## config.mk

```make
export PLATFORM = sky130hd
export DESIGN_NAME = cbj0_mul
export DESIGN_NICKNAME = d
export VERILOG_FILES = /design/src/rtl/core/cbj0_pkg.sv /design/src/rtl/core/cbj0_mul.sv
export SDC_FILE = /design/constraint.sdc
export NUM_CORES = 2
export LEC_CHECK = 0
export ABC_AREA = 1
export BUFFER_PORTS_ARGS = -buffer_cell sky130_fd_sc_hd__buf_2
export CORE_UTILIZATION = 46
export DETAILED_ROUTE_END_ITERATION = 12
export MAX_ROUTING_LAYER = met4
export PLACE_DENSITY = 0.59
export RECOVER_POWER = 25
export SLEW_MARGIN = 5
export SYNTH_ARGS = -nofsm -noshare
export SYNTH_HDL_FRONTEND = slang
export SYNTH_SLANG_ARGS = --single-unit
```

## constraint.sdc

```tcl
create_clock -name clk -period 17.63 [get_ports clk]
set_input_delay 3.526 -clock clk [delete_from_list [all_inputs] [get_ports clk]]
set_output_delay 3.526 -clock clk [all_outputs]
set_load 0.02 [all_outputs]
```

## src/rtl/core/cbj0_pkg.sv

```systemverilog
// Package for the complex Bessel J0 series block: widths, constants, saturation helpers.
// No dependencies.
package cbj0_pkg;

    localparam int FracBits = 51;
    localparam int MaxTerms = 50;
    localparam int InW      = 56;
    localparam int DW       = 64;
    localparam int KW       = 6;
    localparam int DivW     = 12;

    localparam logic [DW-1:0] SMax = {1'b0, {(DW-1){1'b1}}};
    localparam logic [DW-1:0] SMin = {1'b1, {(DW-1){1'b0}}};

    // multiplier operation codes
    typedef enum logic [1:0] {
        SH_FRAC  = 2'd0,
        SH_FRAC1 = 2'd1,
        SH_FRAC2 = 2'd2
    } mshift_t;

    // magnitude plus sign to saturated signed
    function automatic logic [DW-1:0] signed_sat(input logic [DW:0] m, input logic neg);
        logic [DW-1:0] r;
        if (neg)
        begin
            if (m >= {2'b01, {(DW-1){1'b0}}})
                r = SMin;
            else
                r = DW'(~m[DW-1:0] + 1'b1);
        end
        else
        begin
            if (m > {1'b0, SMax})
                r = SMax;
            else
                r = m[DW-1:0];
        end
        return r;
    endfunction

    function automatic logic [DW-1:0] sat_add(input logic [DW-1:0] a, input logic [DW-1:0] b);
        logic [DW:0] s;
        logic [DW-1:0] r;
        s = {a[DW-1], a} + {b[DW-1], b};
        if (s[DW] != s[DW-1])
            r = s[DW] ? SMin : SMax;
        else
            r = s[DW-1:0];
        return r;
    endfunction

    function automatic logic [DW-1:0] sat_sub(input logic [DW-1:0] a, input logic [DW-1:0] b);
        logic [DW:0] s;
        logic [DW-1:0] r;
        s = {a[DW-1], a} - {b[DW-1], b};
        if (s[DW] != s[DW-1])
            r = s[DW] ? SMin : SMax;
        else
            r = s[DW-1:0];
        return r;
    endfunction

    function automatic logic [DW-1:0] mag_of(input logic [DW-1:0] x);
        return x[DW-1] ? DW'(~x + 1'b1) : x;
    endfunction

endpackage

```

## src/rtl/core/cbj0_mul.sv

```systemverilog
// Shared 64x64 magnitude multiplier, four 32x32 partial products accumulated in turn,
// then rounded shift and saturation. Depends on cbj0_pkg.
module cbj0_mul
(
    input  logic                      clk,
    input  logic                      rst_n,
    input  logic                      start,
    input  logic [cbj0_pkg::DW-1:0]   a,
    input  logic [cbj0_pkg::DW-1:0]   b,
    input  cbj0_pkg::mshift_t         sh_sel,
    output logic                      done,
    output logic [cbj0_pkg::DW-1:0]   p
);
    localparam int DW = cbj0_pkg::DW;

    logic [DW-1:0]   ua_reg, ub_reg;
    logic            neg_reg;
    cbj0_pkg::mshift_t sh_reg;
    logic [2*DW-1:0] acc_reg, acc_next;
    logic [2:0]      ph_reg;
    logic            busy_reg;
    logic [DW-1:0]   p_reg;
    logic            done_reg;
    logic [31:0]     op_a, op_b;
    logic [63:0]     pp;
    logic [2*DW-1:0] rnd;
    logic [DW:0]     res;

    always_comb
    begin
        op_a = ph_reg[1] ? ua_reg[63:32] : ua_reg[31:0];
        op_b = ph_reg[0] ? ub_reg[63:32] : ub_reg[31:0];
        pp   = 64'(op_a) * 64'(op_b);
        case (ph_reg[1:0])
            2'd0: acc_next = acc_reg + (2*DW)'(pp);
            2'd1: acc_next = acc_reg + ((2*DW)'(pp) << 32);
            2'd2: acc_next = acc_reg + ((2*DW)'(pp) << 32);
            default: acc_next = acc_reg + ((2*DW)'(pp) << 64);
        endcase
    end

    always_comb
    begin
        case (sh_reg)
            cbj0_pkg::SH_FRAC1:
            begin
                rnd = acc_reg + ((2*DW)'(1) << cbj0_pkg::FracBits);
                res = ((rnd >> (cbj0_pkg::FracBits + 1)) > (2*DW)'({1'b0, {DW{1'b1}}})) ?
                      {1'b1, {DW{1'b1}}} : (DW+1)'(rnd >> (cbj0_pkg::FracBits + 1));
            end
            cbj0_pkg::SH_FRAC2:
            begin
                rnd = acc_reg + ((2*DW)'(1) << (cbj0_pkg::FracBits + 1));
                res = ((rnd >> (cbj0_pkg::FracBits + 2)) > (2*DW)'({1'b0, {DW{1'b1}}})) ?
                      {1'b1, {DW{1'b1}}} : (DW+1)'(rnd >> (cbj0_pkg::FracBits + 2));
            end
            default:
            begin
                rnd = acc_reg + ((2*DW)'(1) << (cbj0_pkg::FracBits - 1));
                res = ((rnd >> cbj0_pkg::FracBits) > (2*DW)'({1'b0, {DW{1'b1}}})) ?
                      {1'b1, {DW{1'b1}}} : (DW+1)'(rnd >> cbj0_pkg::FracBits);
            end
        endcase
    end

    always_ff @(posedge clk or negedge rst_n)
    begin
        if (!rst_n)
        begin
            busy_reg <= 1'b0;
            done_reg <= 1'b0;
            ph_reg   <= '0;
        end
        else
        begin
            done_reg <= 1'b0;
            if (start)
            begin
                busy_reg <= 1'b1;
                ph_reg   <= '0;
            end
            else if (busy_reg)
            begin
                if (ph_reg == 3'd4)
                begin
                    busy_reg <= 1'b0;
                    done_reg <= 1'b1;
                end
                ph_reg <= ph_reg + 3'd1;
            end
        end
    end

    always_ff @(posedge clk)
    begin
        if (start)
        begin
            ua_reg  <= cbj0_pkg::mag_of(a);
            ub_reg  <= cbj0_pkg::mag_of(b);
            neg_reg <= a[DW-1] ^ b[DW-1];
            sh_reg  <= sh_sel;
            acc_reg <= '0;
        end
        else if (busy_reg)
        begin
            if (ph_reg[2])
                p_reg <= cbj0_pkg::signed_sat(res, neg_reg);
            else
                acc_reg <= acc_next;
        end
    end

    assign done = done_reg;
    assign p    = p_reg;
endmodule

```

Word level (Yosys, flattened, before mapping):

Cells that the tools add are included.

* $add $sub $neg: 10
* multipliers: 1
* magnitude comparators: 5
* eq/ne operators: 5
* multiplexer cells: 20
* bitwise operators: 6
* reduce and logical (&&, ||, !) cells: 5

Operators with widths (count)
* 128-bit case mux with 2 select lines: 1
* 65-bit 2-to-1 mux: 3
* 64-bit by 1-bit adder with 64-bit output, second input constant: 3
* 64-bit 2-to-1 mux: 3
* 64-bit inverter: 3
* 65-bit case mux with 2 select lines: 1
* 128-bit adder: 1
* 128-bit by 51-bit adder with 128-bit output, second input constant: 1
* 128-bit by 52-bit adder with 128-bit output, second input constant: 1
* 128-bit by 53-bit adder with 128-bit output, second input constant: 1
* 128-bit by 64-bit adder with 128-bit output: 1
* 128-bit by 96-bit adder with 128-bit output: 1
* 63-bit 2-to-1 mux: 2
* 77-bit by 64-bit > comparator with 1-bit output, second input constant: 1
* 76-bit by 64-bit > comparator with 1-bit output, second input constant: 1
* 75-bit by 64-bit > comparator with 1-bit output, second input constant: 1
* 65-bit by 64-bit greater-or-equal comparator with 1-bit output, second input constant: 1
* 65-bit by 63-bit > comparator with 1-bit output, second input constant: 1
* 32-bit by 32-bit multiplier with 64-bit output: 1
* 32-bit 2-to-1 mux: 2
* 1-bit 2-to-1 mux: 6
* 3-bit 2-to-1 mux: 2
* 2-bit by 1-bit == test with 1-bit output, second input constant: 2
* 2-bit == test, second input constant: 2
* 9 further kinds: 10

* bits in registers: 328
* output and inout port bits: 65
* logic and storage cells: 63

Longest topological paths before layout:

* depth in word-level cells: 8
* gate-level depth with buffers: 58
* gate-level depth less buffers: 55

Least setup slack after synthesis:

Ideal clock, no wire load.

* kind: register -> register
* from: register ph_reg[0]
* to: register acc_reg[115]
* data arrival time: 10.180 ns
* data required time: 17.498 ns
* path slack: 7.318 ns
* cell stages (with the launch flop): 52
* path buffers: 3
* path through: dfrtp_1 -> clkbuf_1 -> inv_1 -> clkbuf_1 -> or2_2 -> o21ai_1 -> clkbuf_1 -> nor2_1 -> fa_1 -> inv_1 -> fa_1 -> inv_1 -> fa_1 -> inv_1 -> fa_1 -> inv_1 -> fa_1 -> fa_1 -> [16 not listed] -> xnor2_1 -> ha_1 -> nand2_1 -> nor2_1 -> inv_1 -> nor3_1 -> inv_1 -> nor2_1 -> and3_1 -> nand3_1 -> nand3_1 -> inv_1 -> nor4_1 -> a21oi_1 -> o21ai_0 -> nand3_1 -> o211ai_1 -> a21oi_1

* longest elaborated chain between the ends: 4
* elaborated cells on any way between the ends: 10
* those cells by class: add/sub: 3; mul: 1; eq/ne: 2; mux: 2; reduce/logical: 2

RTL lines
* start: declaration: line cbj0_mul.sv:20 `logic [2:0] ph_reg;`
* start signal: assignment: line cbj0_mul.sv:89 `ph_reg <= ph_reg + 3'd1;`
* 32-bit 2-to-1 mux: line cbj0_mul.sv:32 `op_b = ph_reg[0] ? ub_reg[63:32] : ub_reg[31:0];`
* 32-bit by 32-bit multiplier with 64-bit output: line cbj0_mul.sv:33 `pp = 64'(op_a) * 64'(op_b);`
* 128-bit adder, or another cell as far along: line cbj0_mul.sv:38 `default: acc_next = acc_reg + ((2*DW)'(pp) << 64);`
* 128-bit case mux with 2 select lines *: line cbj0_mul.sv:34 `case (ph_reg[1:0])`
* end signal: assignment: line cbj0_mul.sv:109 `acc_reg <= acc_next;`
* end: declaration: line cbj0_mul.sv:19 `logic [2*DW-1:0] acc_reg, acc_next;`

Every way passes the cells marked *; elsewhere a longest branch is shown, timed or not.
A chain may end at the register's enable or synchronous reset.

Final worst setup path:

* from: register ph_reg[0]
* to: register acc_reg[122]

Same word-level chain as after synthesis.

==> impl_metrics.tcl <==
set metrics [dict create \
    status "finished with violations" \
    violations "capacitance limit, slew limit" \
    io_pins 198 \
    grt_use_met3_pct 9.99 \
    hold_viol 0 \
    clockBufferDepth 3 \
    synth-seq-cells 328 \
    die_x_um 401 \
    via_per_inst 5.97 \
    crit_type "reg -> reg" \
    required_ns 18.14 \
    grt_pass1_wl_um 517000 \
    core_sq_um 158000 \
    vias 76400 \
    cp_data_arrival_time_ns 15.34 \
    ys_warn_count 0 \
    die_h_um 401 \
    tns_ns 0 \
    dp_hpwl_um 293000 \
    layout_common_cells "2,072 x nand2_1, 1,732 x inv_1, 1,530 x nor2_1" \
    synth.avg_cell_area_sq_um 6.92 \
    use_met1_pct 51.3 \
    drt_iter0_markers 8998 \
    synth_edf_count 195 \
    synth_seq_area_share_pct 11.6 \
    synth_ff_type "edfxtp_1" \
    multi_input_comb_area_sq_um 56900 \
    start_util_pct 46.3 \
    grt_max_degree 75 \
    cts_made_buffers 45 \
    critPathLaunchType "register" \
    drc 0 \
    final_common_cell "nand2_1" \
    nFillCells 16100 \
    period_needed_ns 14.83 \
    syn_inst 10600 \
    crit_slowest_cell "dfrtp_2" \
    grt.overflow.total 0 \
    clkTransAtPathRegs_ns 0.06 \
    met2_usage_pct 69.5 \
    worstSetupEndpointType "register" \
    min_path_type "reg -> reg" \
    grt_pass1_vias 75900 \
    largest_reg_flops 128 \
    clock_sink_count 328 \
    track_usage_pct 45.4 \
    cp_common_cell "inv_1" \
    cts_tree "built" \
    drv_slew 224 \
    post_cts_buffers 0 \
    tightestPinTransition_ns 4.31 \
    rows 146 \
    fin_nets 12200 \
    routedWlPerCell_um 28.2 \
    maxSlewHeadroom_pct -188 \
    max_stage_delay_ns 0.90 \
    hold_buffers 0 \
    seq_area_sq_um 8550 \
    netlist_area_sq_um 73400 \
    layout-drive-gt1-share_pct 7.69 \
    gp_congestion 1.18 \
    cts.htree.levels 2 \
    port_buffers 197 \
    max-cap-violations 4 \
    cts_resized 0 \
    finalWirelength_um 360000 \
    drt_pass1_iterations 9 \
    ys_async_sr_fraction_pct 1.52 \
    min_period_over_period_pct 84.1 \
    antenna_found_initial 20 \
    area_growth_pct 7.39 \
    rsz0062_at_grt "no" \
    clk_latency_ns 0.68 \
    die_area_sq_um 161000 \
    fmax_mhz 67.5 \
    clock-root-buffer "clkbuf_16" \
    postSynthNetCount 12100 \
    setup_viol 0 \
    synth.distinct_cells 60 \
    ant_nets 0 \
    crit_fanout 36 \
    top_usage_layer "met2" \
    fin_skew_ns 0.0329 \
]
worst paths after layout:
check	end	start	cells past startpoint	slack, ns
setup / recovery	acc_reg[122]	ph_reg[0]	48	2.80
hold / removal	acc_reg[3]	acc_reg[3]	2	0.47
setup reg to reg	acc_reg[122]	ph_reg[0]	48	2.80
hold reg to reg	acc_reg[3]	acc_reg[3]	2	0.47
max in group asynchronous	ph_reg[0]	rst_n	1	14.08
min in group asynchronous	done	rst_n	1	2.94
cells by family after synthesis:
| family | count (synthesis) | share of synthesized area (%) |
|---|---|---|
| AOI/OAI and AO/OA | 1555 | 11.5 |
| xor gates and xnor gates | 449 | 5.36 |
| adders and majority gates | 1389 | 32.9 |
| buffers and inverters | 2156 | 11.4 |
| DFF | 328 | 11.6 |
| and+or+nand+nor | 4723 | 27.2 |
worst max-delay path, delay by kind of cell, from the launching register on:
kind / cells / cell delay [ns]
XOR/XNOR: 1 / 0.86
flip-flops: 1 / 0.90
AO/OA/AOI/OAI: 10 / 1.79
buffers and inverters: 12 / 2.25
adder cells (fa/ha/maj): 10 / 4.90
AND/OR/NAND/NOR: 15 / 3.85
cells in the mapped netlist, drive strengths merged (2+ instances only):
library cell | instances | area share [%]
a211oi | 5 | 0.051
a21boi | 37 | 0.38
a21o | 12 | 0.12
a21oi | 707 | 4.8
a31o | 2 | 0.024
a31oi | 80 | 0.68
a41oi | 2 | 0.024
and2 | 6 | 0.051
and3 | 9 | 0.077
buf | 125 | 0.98
clkbuf | 260 | 1.3
clkinv | 22 | 0.11
dfrtp | 5 | 0.17
dfxtp | 128 | 3.5
edfxtp | 195 | 8.0
fa | 899 | 25
ha | 490 | 8.4
inv | 1749 | 8.9
nand2 | 2127 | 11
nand3 | 568 | 3.9
nand3b | 7 | 0.072
nand4 | 143 | 1.2
nor2 | 1625 | 8.9
nor3 | 86 | 0.59
nor4 | 41 | 0.35
o2111ai | 4 | 0.048
o211a | 2 | 0.027
o211ai | 30 | 0.31
o21a | 57 | 0.58
o21ai | 551 | 3.8
o21bai | 25 | 0.26
o221ai | 10 | 0.12
o22ai | 15 | 0.13
o31ai | 9 | 0.092
or2 | 109 | 0.93
xnor2 | 130 | 1.6
xor2 | 319 | 3.8
metrics by stage:
stage / hold slack [ns] / cells / area (sq um) / util (%) / setup slack [ns]
2_1_floorplan: 0.450 / 10600 / 73400 / - / 7.32
3_3_place_gp: 0.453 / 12700 / 77100 / 48.7 / 2.90
3_5_place_dp: 0.463 / 12700 / 77200 / 48.7 / 3.28
4_1_cts: 0.473 / 12800 / 78800 / 49.7 / 3.18
5_1_grt: 0.479 / 12800 / 78800 / 49.7 / 2.24
6_report: 0.472 / 12800 / 78800 / 49.8 / 2.80
layer usage:
layer	routed length [um]	part of all wire (%)
met3	35100	9.7
met5	0	0
met2	160000	44
met1	128000	36
met4	37400	10
cell type report:
type                            count  share of cell area [%]
Multi-Input combinational cell   8116                    72.2
Clock buffer                       49                    1.47
Inverter                         1771                    8.44
Tap cell                         2072                    3.29
Clock inverter                     35                   0.535
Sequential cell                   328                    10.8
Timing Repair Buffer              397                    3.14
Antenna cell                       25                  0.0794
Power is not shown: default switching activity piles up to over one toggle a cycle in this logic, so the estimate is an artifact.
