$ cat config.mk
export PLATFORM = sky130hd
export DESIGN_NAME = cbj0_div
export DESIGN_NICKNAME = d
export VERILOG_FILES = /design/src/rtl/core/cbj0_pkg.sv /design/src/rtl/core/cbj0_div.sv
export SDC_FILE = /design/constraint.sdc
export NUM_CORES = 1
export LEC_CHECK = 0
export BUFFER_PORTS_ARGS = -buffer_cell sky130_fd_sc_hd__buf_4
export CORE_ASPECT_RATIO = 0.5
export CORE_UTILIZATION = 30
export CTS_CLUSTER_SIZE = 28
export DETAILED_ROUTE_END_ITERATION = 8
export PLACE_DENSITY = 0.52
export SKIP_LAST_GASP = 1
export SLEW_MARGIN = 20
export SYNTH_ARGS = -nofsm -noshare
export SYNTH_HDL_FRONTEND = slang
export SYNTH_SLANG_ARGS = --single-unit
$ cat constraint.sdc
create_clock -name clk -period 7.4 [get_ports clk]
set_input_delay 1.48 -clock clk [delete_from_list [all_inputs] [get_ports clk]]
set_output_delay 1.48 -clock clk [all_outputs]
set_load 0.01 [all_outputs]
$ cat src/rtl/core/cbj0_pkg.sv
// Package for the complex Bessel J0 series block: widths, constants, saturation helpers.
// No dependencies.
package cbj0_pkg;

    localparam int FracBits = 51;
    localparam int MaxTerms = 50;
    localparam int InW      = 56;
    localparam int DW       = 64;
    localparam int KW       = 6;
    localparam int DivW     = 12;

    localparam logic [DW-1:0] SMax = {1'b0, {(DW-1){1'b1}}};
    localparam logic [DW-1:0] SMin = {1'b1, {(DW-1){1'b0}}};

    // multiplier operation codes
    typedef enum logic [1:0] {
        SH_FRAC  = 2'd0,
        SH_FRAC1 = 2'd1,
        SH_FRAC2 = 2'd2
    } mshift_t;

    // magnitude plus sign to saturated signed
    function automatic logic [DW-1:0] signed_sat(input logic [DW:0] m, input logic neg);
        logic [DW-1:0] r;
        if (neg)
        begin
            if (m >= {2'b01, {(DW-1){1'b0}}})
                r = SMin;
            else
                r = DW'(~m[DW-1:0] + 1'b1);
        end
        else
        begin
            if (m > {1'b0, SMax})
                r = SMax;
            else
                r = m[DW-1:0];
        end
        return r;
    endfunction

    function automatic logic [DW-1:0] sat_add(input logic [DW-1:0] a, input logic [DW-1:0] b);
        logic [DW:0] s;
        logic [DW-1:0] r;
        s = {a[DW-1], a} + {b[DW-1], b};
        if (s[DW] != s[DW-1])
            r = s[DW] ? SMin : SMax;
        else
            r = s[DW-1:0];
        return r;
    endfunction

    function automatic logic [DW-1:0] sat_sub(input logic [DW-1:0] a, input logic [DW-1:0] b);
        logic [DW:0] s;
        logic [DW-1:0] r;
        s = {a[DW-1], a} - {b[DW-1], b};
        if (s[DW] != s[DW-1])
            r = s[DW] ? SMin : SMax;
        else
            r = s[DW-1:0];
        return r;
    endfunction

    function automatic logic [DW-1:0] mag_of(input logic [DW-1:0] x);
        return x[DW-1] ? DW'(~x + 1'b1) : x;
    endfunction

endpackage

$ cat src/rtl/core/cbj0_div.sv
// Restoring divider, one quotient bit a cycle: round(-x / d), ties away from zero.
// Depends on cbj0_pkg.
module cbj0_div
(
    input  logic                        clk,
    input  logic                        rst_n,
    input  logic                        start,
    input  logic [cbj0_pkg::DW-1:0]     x,
    input  logic [cbj0_pkg::DivW-1:0]   d,
    output logic                        done,
    output logic [cbj0_pkg::DW-1:0]     q
);
    localparam int DW = cbj0_pkg::DW;
    localparam int DV = cbj0_pkg::DivW;

    logic [DW-1:0]   m_reg;
    logic [DW-1:0]   q_reg;
    logic [DV:0]     r_reg;
    logic [DV-1:0]   d_reg;
    logic            neg_reg;
    logic [6:0]      cnt_reg;
    logic            busy_reg;
    logic            done_reg;
    logic [DW-1:0]   out_reg;
    logic [DV+1:0]   trial;
    logic [DV:0]     r_sh;
    logic [DV+1:0]   twice;
    logic [DW:0]     qr;

    always_comb
    begin
        r_sh  = {r_reg[DV-1:0], m_reg[DW-1]};
        trial = {1'b0, r_sh} - {2'b00, d_reg};
        twice = {r_reg, 1'b0};
        qr    = (twice >= {2'b00, d_reg}) ? ({1'b0, q_reg} + 1'b1) : {1'b0, q_reg};
    end

    always_ff @(posedge clk or negedge rst_n)
    begin
        if (!rst_n)
        begin
            busy_reg <= 1'b0;
            done_reg <= 1'b0;
            cnt_reg  <= '0;
        end
        else
        begin
            done_reg <= 1'b0;
            if (start)
            begin
                busy_reg <= 1'b1;
                cnt_reg  <= '0;
            end
            else if (busy_reg)
            begin
                cnt_reg <= cnt_reg + 7'd1;
                if (cnt_reg == 7'(DW))
                begin
                    busy_reg <= 1'b0;
                    done_reg <= 1'b1;
                end
            end
        end
    end

    always_ff @(posedge clk)
    begin
        if (start)
        begin
            m_reg   <= cbj0_pkg::mag_of(x);
            neg_reg <= ~x[DW-1];
            d_reg   <= (d == '0) ? DV'(1) : d;
            r_reg   <= '0;
            q_reg   <= '0;
        end
        else if (busy_reg)
        begin
            if (cnt_reg == 7'(DW))
                out_reg <= cbj0_pkg::signed_sat(qr, neg_reg);
            else
            begin
                m_reg <= {m_reg[DW-2:0], 1'b0};
                if (!trial[DV+1])
                begin
                    r_reg <= trial[DV:0];
                    q_reg <= {q_reg[DW-2:0], 1'b1};
                end
                else
                begin
                    r_reg <= r_sh;
                    q_reg <= {q_reg[DW-2:0], 1'b0};
                end
            end
        end
    end

    assign done = done_reg;
    assign q    = out_reg;
endmodule

# --- Word level (Yosys, flattened, before mapping) ---
# Cells that the tools add are included.
totals:
  ff_bits: 227
  output_inout_bits: 65
  elab_cells: 47
op_classes:
  addsub: 5
  n_lt_le_gt_ge: 3
  eq_ne: 2
  muxes: 18
  bitwise_logic: 5
  reduce_logical: 5
ops:
  columns: ["op", "n"]
  rows:
  - ["64-bit 2-to-1 mux", 7]
  - ["64-bit by 1-bit adder with 64-bit output (second input constant)", 2]
  - ["64-bit NOT", 2]
  - ["64-bit by 1-bit adder with 65-bit output (second input constant)", 1]
  - ["65-bit by 64-bit >= comparator with 1-bit output (second input constant)", 1]
  - ["65-bit by 63-bit greater-than comparator with 1-bit output (second input constant)", 1]
  - ["65-bit 2-to-1 mux", 1]
  - ["14-bit by 12-bit >= comparator with 1-bit output", 1]
  - ["7-bit 2-to-1 mux", 2]
  - ["13-bit by 12-bit subtractor with 14-bit output", 1]
  - ["13-bit 2-to-1 mux", 1]
  - ["12-bit logical NOT", 1]
  - ["7-bit by 1-bit adder with 7-bit output (second input constant)", 1]
  - ["7-bit equality test (second input constant)", 1]
  - ["1-bit 2-to-1 mux", 7]
  - ["2-bit AND reduction", 2]
  - ["1-bit NOT", 3]
  - ["3-bit AND reduction", 1]
  - ["2-bit != test (second input constant)", 1]
  - ["2-bit nonzero test", 1]

# --- Depth between registers and ports, before layout ---
# Gate-level depths: netlist of the first run.
depth:
  depth_word: 6
  depth_mapped: 17
  ltp_nobuf: 12

# --- Least setup slack after synthesis of the first run ---
# OpenSTA, ideal clock, no wires.
synth_timing:
  path_kind: "input port to flip-flop"
  start: "input port start"
  end: "register out_reg[0] (netlist: q[0]) (enable)"
  setup_ns: 0.578
  t_arrival_ns: 6.566
  slack_ns: 0.255
  cell_stages: 3
  n_path_buf: 2
  path_cell_list: "clkbuf_1 -> clkbuf_1 -> nor3b_1"
synth_via:
  elab_chain_len: 2
synth_lines:
  columns: ["item", "line_no", "source"]
  rows:
  - ["from (decl)", "cbj0_div.sv:7", "input logic start,"]
  - ["1-bit NOT (no source line)", null, null]
  - ["3-bit AND reduction (no source line)", null, null]
  - ["to (signal assigned)", "cbj0_div.sv:79", "out_reg <= cbj0_pkg::signed_sat(qr, neg_reg);"]
  - ["to (decl)", "cbj0_div.sv:24", "logic [DW-1:0] out_reg;"]
# Every way passes these cells.
# A chain may end at the register's enable or synchronous reset.

# --- Worst setup path after layout of the first run ---
layout_timing:
  start: "register d_reg[4]"
  end: "register out_reg[57] (netlist: q[57]) (data pin)"
layout_via:
  elab_chain_len: 6
layout_lines:
  columns: ["item", "line_no", "source"]
  rows:
  - ["from (decl)", "cbj0_div.sv:19", "logic [DV-1:0] d_reg;"]
  - ["from (signal assigned)", "cbj0_div.sv:72", "d_reg <= (d == '0) ? DV'(1) : d;"]
  - ["14-bit by 12-bit >= comparator with 1-bit output *", "cbj0_div.sv:35", "qr = (twice >= {2'b00, d_reg}) ? ({1'b0, q_reg} + 1'b1) : {1'b0, q_reg};"]
  - ["65-bit 2-to-1 mux *", "cbj0_div.sv:35", null]
  - ["64-bit NOT", "cbj0_pkg.sv:30", "r = DW'(~m[DW-1:0] + 1'b1);"]
  - ["64-bit by 1-bit adder with 64-bit output", "cbj0_pkg.sv:30", null]
  - ["64-bit 2-to-1 mux", "cbj0_pkg.sv:27", "if (m >= {2'b01, {(DW-1){1'b0}}})"]
  - ["64-bit 2-to-1 mux *", "cbj0_pkg.sv:25", "if (neg)"]
# Mark *: on every way between the ends. The rest lies on a longest branch, timed or not.

==> flow_summary.toml, run 1 <==
[synthesis]
synthCells = 1733
yosys.area.top_type = "edfxtp_1"
yosys_warnings = 0
yosysTopAreaCellShare_pct = 28.62
synth.cell_area_um2 = 14790
syn_nets = 1829
synthTopCellsByArea = "edfxtp_1, dfxtp_1, nand2_1"
synth_common_cells = "nand2_1, a21oi_1, nor2_1"
yosysSeqAreaShare_pct = 40.56
ys.flop_type = "edfxtp_1"
ys_ff_latch = 227
ys_types = 89
synth_edf_count = 141
async_flop_share_pct = 3.965
synth_most_common_cell = "nand2_1"
syn_avg_cell_area_um2 = 8.537

[route]
drc = 0
wl_mm = 42.17
drt_iter0_markers = 933
viasPerCell = 5.246
ant_nets = 0
wl_per_cell_um = 17.20
vias = 12860
firstDrtPassIters = 5

[sta]
worst_pin_slew_ns = 1.047
setup_violations = 0
min_period_ns = 5.208
hold_viol_final = 0
post-route-period-util_pct = 70.38
rsz0062_at_grt = "no"
maxSlewViolCount = 0
setup_tns_ns = 0
fmax_ghz = 0.1920
maxSlewHeadroom_pct = 30.23
fin_skew_ns = 0.02138

[run_status]
outcome = "finished clean"

[placement]
place_area_um2 = 16250
gp_congestion = 0.9081
hpwl_mm = 29.69
portBuffers = 143
place_inst = 2406

[setup_path]
cp_slowest_cell = "a2111oi_1"
crit_top_cell = "nand4_1"
rr_worst_depth = 12
setup.worst_path.class = "reg2reg"
crit_path_end_kind = "register"
start_kind = "register"
reg2reg_to = "q[57]$_DFFE_PP_"
path_cells = "inv_1, ha_1, nand4_1, a2111o_1, o211a_2, a2111oi_1, xor2_1, or4b_1, nor3b_1, nand4_1, o311a_1, nor4_1"
r2r-start = "d_reg[4]$_SDFFCE_PN0P_"
worst_path_largest_cell_delay_ns = 0.79
worstPathRequired_ns = 7.77
worst-endpoint-arrival_ns = 5.57
reg2reg_slack_ns = 2.19
cp_max_fo = 34

[global_route]
antenna_found_initial = 0
grt_max_degree = 97
grt_pass1_wl_mm = 66.40
grt_pass1_vias = 11730
overflow = 0
grtUsageTotal_pct = 16.29

[hold_path]
whs_path_depth = 2
hold_class = "reg2reg"
min_from = "q_reg[62]$_SDFFE_PP0P_"
min_to = "q_reg[63]$_SDFFE_PP0P_"

[floorplan]
start_util_pct = 30.46
core_area_um2 = 48570
ioPinCount = 144
die_height_um = 159.0
die-area_um2 = 50260
fp-row-count = 57
die_x_um = 316.1

[final_layout]
num_antenna_cells = 0
largest_reg_flops = 128
drive_gt1_share_pct = 12.76
fin_nets = 1880
fin_cells = 2451
fin_area_um2 = 17090
area_growth_pct = 15.50

[clocking]
clkLatencyLatePin_ns = 0.54
cts_setup_buffers = 0
cts_tree = "yes"
hold_buffers = 0
root_buffer = "clkbuf_16"
clk_pin_slew_ns = 0.07
clockBufferDepth = 3
cts_buffers = 25
clock_sinks = 227
cts_resized = 0
htree_levels = 1

[pwr]
power_frac_seq_pct = 33.7
power_frac_clock_pct = 28.5
swShare_pct = 35.91
vdd_ir_drop_max_mv = 0.1418
p_comb_share_pct = 37.8
pwr_density_cell_nw_per_um2 = 271.4
p_int_mw = 2.972
power_mw = 4.638
p_switching_mw = 1.665
power.leakage_nw = 6.430

[flow_run]
maxCapViolCount = 0
[power by group through the flow]
stage,Sequential (mW),Clock (mW),Combinational [mW]
finish,1.56,1.32,1.75
global route,1.57,1.41,1.96
CTS,1.56,1.37,1.76
detailed placement,1.59,0,1.75
global placement,1.59,0,1.74
floorplan,1.57,0,1.37
[final cells by class]
cell class                      count  area [µm²]
Fill cell                        5084       31480
Multi-Input combinational cell   1334        8102
Sequential cell                   227        6001
Timing Repair Buffer              159        1197
Tap cell                          649       812.0
Clock buffer                       35       683.2
Clock inverter                     10       153.9
Inverter                           37       138.9
[cells by family (layout without fill, tap and decap cells)]
group	Yosys count	after routing	share of synthesized area, %
simple gates	709	709	23.67
flops	227	227	40.56
xor+xnor	153	153	9.058
fa+ha+maj	17	17	1.488
mux	31	31	2.114
compound gates	424	424	18.27
buf+inv	172	241	4.838
[through the flow]
stage          utilization [%]  worst slack (ns)  hold slack, ns
2_1_floorplan                -            0.2555          0.4451
3_3_place_gp             33.46             2.278          0.4662
3_5_place_dp             33.46             2.220          0.4701
4_1_cts                  35.18             2.194          0.4781
5_1_grt                  35.18             1.835          0.5043
6_report                 35.18             2.192          0.4714
[worst max-delay path: cells and delay by family (launching register included)]
family	cells	cell delay [ns]
buffers and inverters	1	0.04
AO/OA/AOI/OAI	4	2.00
XOR/XNOR	1	0.15
AND/OR/NAND/NOR	5	2.15
adder cells (fa/ha/maj)	1	0.34
flip-flops	1	0.32
[per-layer routing]
layer  share of wire, %  track usage [%]
met5                  0                0
met4                2.0            3.513
met3                5.7            2.904
met2                 43            24.49
met1                 49            24.10
[worst max path at each step]
stage | depth (start not counted) | end | start | slack, ns
floorplan | 3 | q[0]$_DFFE_PP_ | start | 0.26
global placement | 12 | q[57]$_DFFE_PP_ | d_reg[5]$_SDFFCE_PN0P_ | 2.28
detailed placement | 12 | q[57]$_DFFE_PP_ | d_reg[5]$_SDFFCE_PN0P_ | 2.22
CTS | 12 | q[57]$_DFFE_PP_ | d_reg[5]$_SDFFCE_PN0P_ | 2.19
global route | 12 | q[56]$_DFFE_PP_ | d_reg[4]$_SDFFCE_PN0P_ | 1.84
finish | 12 | q[57]$_DFFE_PP_ | d_reg[4]$_SDFFCE_PN0P_ | 2.19
[placed cells by master, fill, tap and decap left out, types with 25 or more instances in the layout]
master / Yosys / layout
nand2_1: 247 / 246
a21oi_1: 170 / 170
nor2_1: 159 / 159
buf_4: 7 / 158
edfxtp_1: 141 / 141
xor2_1: 91 / 91
dfxtp_1: 77 / 77
o21ai_0: 73 / 73
xnor2_1: 62 / 62
nand3_1: 60 / 60
nor3_1: 46 / 46
inv_1: 36 / 36
nand4_1: 36 / 36
or3_1: 28 / 28
o31ai_1: 28 / 28
mux2i_1: 29 / 28
nor4_1: 26 / 26
a211oi_1: 25 / 25
clkbuf_16: 0 / 25
Power figures use the tool's default switching activity.
==> run 2: changes to the inputs <==
PLACE_DENSITY = 0.54   (was 0.52)
clock period = 4.3 ns   (was 7.4 ns; I/O delays follow)
==> run 2 against run 1 <==
Effect of this change:
- worst hold slack got worse by 0.35 ns
- non-clock buffer count increased by 123
- combinational power increased by 110%
- wire length increased by 2.4%
- cell count increased by 5.1%
- first-iteration DRC count increased by 11%
- clock power increased by 68%
- critical path type unchanged
- highest routed layer unchanged
==> flow_summary.toml, run 2 (same netlist as run 1, synthesis figures left out) <==
[sta]
post-route-period-util_pct = 97.50
worst_pin_slew_ns = 0.9156
fmax_ghz = 0.2385
setup_violations = 0
maxSlewViolCount = 0
fin_skew_ns = 0.02298
worst_slack_ns = 0.1075
maxSlewHeadroom_pct = 38.96
hold_viol_final = 0
min_period_ns = 4.192

[pwr]
vdd_ir_drop_max_mv = 0.2327
pwr_density_cell_nw_per_um2 = 464.2
power_mw = 8.517
power.leakage_nw = 7.099

[setup_path]
worst_path_largest_cell_delay_ns = 0.49
setup.worst_path.class = "reg2reg"
reg2reg_to = "q[62]$_DFFE_PP_"
worst-endpoint-arrival_ns = 4.46
r2r-start = "d_reg[5]$_SDFFCE_PN0P_"
worstPathRequired_ns = 4.57
cp_slowest_cell = "a2111o_1"
reg2reg_slack_ns = 0.11
crit_path_end_kind = "register"
cp_max_fo = 7
path_cells = "inv_1, ha_1, nand4_1, a2111o_1, o211a_4, buf_4, a2111o_1, xnor2_1, or3_1, nor4_1, nand4_1, nor4_2, nor4_1"
start_kind = "register"
rr_worst_depth = 13

[clocking]
clockBufferDepth = 3
cts_buffers = 26
clk_pin_slew_ns = 0.06
clkLatencyLatePin_ns = 0.55
clock_sinks = 227
cts_tree = "yes"
root_buffer = "clkbuf_16"
htree_levels = 1

[global_route]
top_usage_layer = "met2"
overflow = 0
grt_max_degree = 98
grtUsageTotal_pct = 16.74
grtUsageMet3_pct = 2.579
grt_util_met1_pct = 24.88
grt_pass1_vias = 12540
use_met2_pct = 25.54
antenna_found_initial = 0
grt_pass1_wl_mm = 68.90

[placement]
portBuffers = 143
gp_congestion = 0.8886
pre_cts_ws_ns = -0.1372
hpwl_mm = 30.73

[route]
drt_iter0_markers = 1034
viasPerCell = 5.217
drc = 0
firstDrtPassIters = 5
wl_mm = 43.18
ant_nets = 0
vias = 13440
wl_per_cell_um = 16.76

[final_layout]
fin_nets = 2004
layout.cells.most_common_list = "buf_4, nand2_1, a21oi_1"
largest_reg_flops = 128
area_growth_pct = 24.02
final_common_cell = "buf_4"
num_antenna_cells = 0
drive_gt1_share_pct = 20.38

[floorplan]
start_util_pct = 30.46
fp-row-count = 57
ioPinCount = 144
die_x_um = 316.1
core_area_um2 = 48570
die_height_um = 159.0
die-area_um2 = 50260

[hold_path]
hold_class = "in2async"

[flow_run]
maxCapViolCount = 0

[run_status]
outcome = "finished clean"
run 2: cell count changes in the layout (fill, tap and decap cells not counted), moves of 4 or more:
cell / delta
a2111oi_0: -6
clkbuf_1: -5
buf_12: +4
buf_4: +119
a2111oi_4: +5
run 2: worst max-delay path by stage:
stage                                      start              end  slack (ns)
after floorplan           d_reg[4]$_SDFFCE_PN0P_  q[49]$_DFFE_PP_        0.06
after global placement    d_reg[2]$_SDFFCE_PN0P_  q[42]$_DFFE_PP_       -0.19
after detailed placement  d_reg[2]$_SDFFCE_PN0P_  q[42]$_DFFE_PP_       -0.14
after CTS                 d_reg[2]$_SDFFCE_PN0P_  q[42]$_DFFE_PP_      -0.004
after global routing      d_reg[5]$_SDFFCE_PN0P_  q[62]$_DFFE_PP_       -0.08
final                     d_reg[5]$_SDFFCE_PN0P_  q[62]$_DFFE_PP_        0.11
run 2: report_power, final:
part | internal [mW] | switching, mW | total (mW)
Sequential | 2.60 | 0.0743 | 2.68
Clock | 1.27 | 0.949 | 2.22
Combinational | 1.58 | 2.03 | 3.62
Total | 5.46 | 3.06 | 8.52
run 2: area by class of cell:
class | instances | area (µm²)
Fill cell | 5005 | 30220
Multi-Input combinational cell | 1334 | 8382
Sequential cell | 227 | 6001
Timing Repair Buffer | 282 | 2171
Tap cell | 649 | 812.0
Clock buffer | 34 | 742.0
Inverter | 37 | 138.9
Clock inverter | 14 | 101.3
run 2: routing by layer:
layer | wire, µm | vias to the layer above
met5 | 0 | -
met4 | 701 | 0
met3 | 2094 | 43
met2 | 18850 | 276
met1 | 21530 | 6450
li1 | - | 6675
run 2: through the flow:
step / cells / util (%) / cell area, µm² / setup TNS (ns) / hold slack (ns)
after floorplan: 1733 / - / 14800 / 0 / 0.4451
after global placement: 2522 / 35.37 / 17180 / -1.061 / 0.4637
after detailed placement: 2522 / 35.37 / 17180 / -0.6939 / 0.4678
after CTS: 2570 / 37.16 / 18050 / -0.003637 / 0.09141
after global routing: 2577 / 37.78 / 18350 / -0.3264 / 0.1024
final: 2577 / 37.78 / 18350 / 0 / 0.1223
run 2: what timing repair did:
action | in CTS | in global routing
setup buffers | 0 | 7
hold buffers | 0 | 0
pin swaps | 0 | 9
gates resized for setup | 7 | 42
setup endpoints to repair | 13 | 42
run 2: critical path, delay by kind of cell (launching register included):
family / cells / cell delay, ns
XOR/XNOR: 1 / 0.17
flip-flops: 1 / 0.33
buffers and inverters: 2 / 0.23
adder cells (fa/ha/maj): 1 / 0.29
AND/OR/NAND/NOR: 6 / 1.78
AO/OA/AOI/OAI: 3 / 1.11
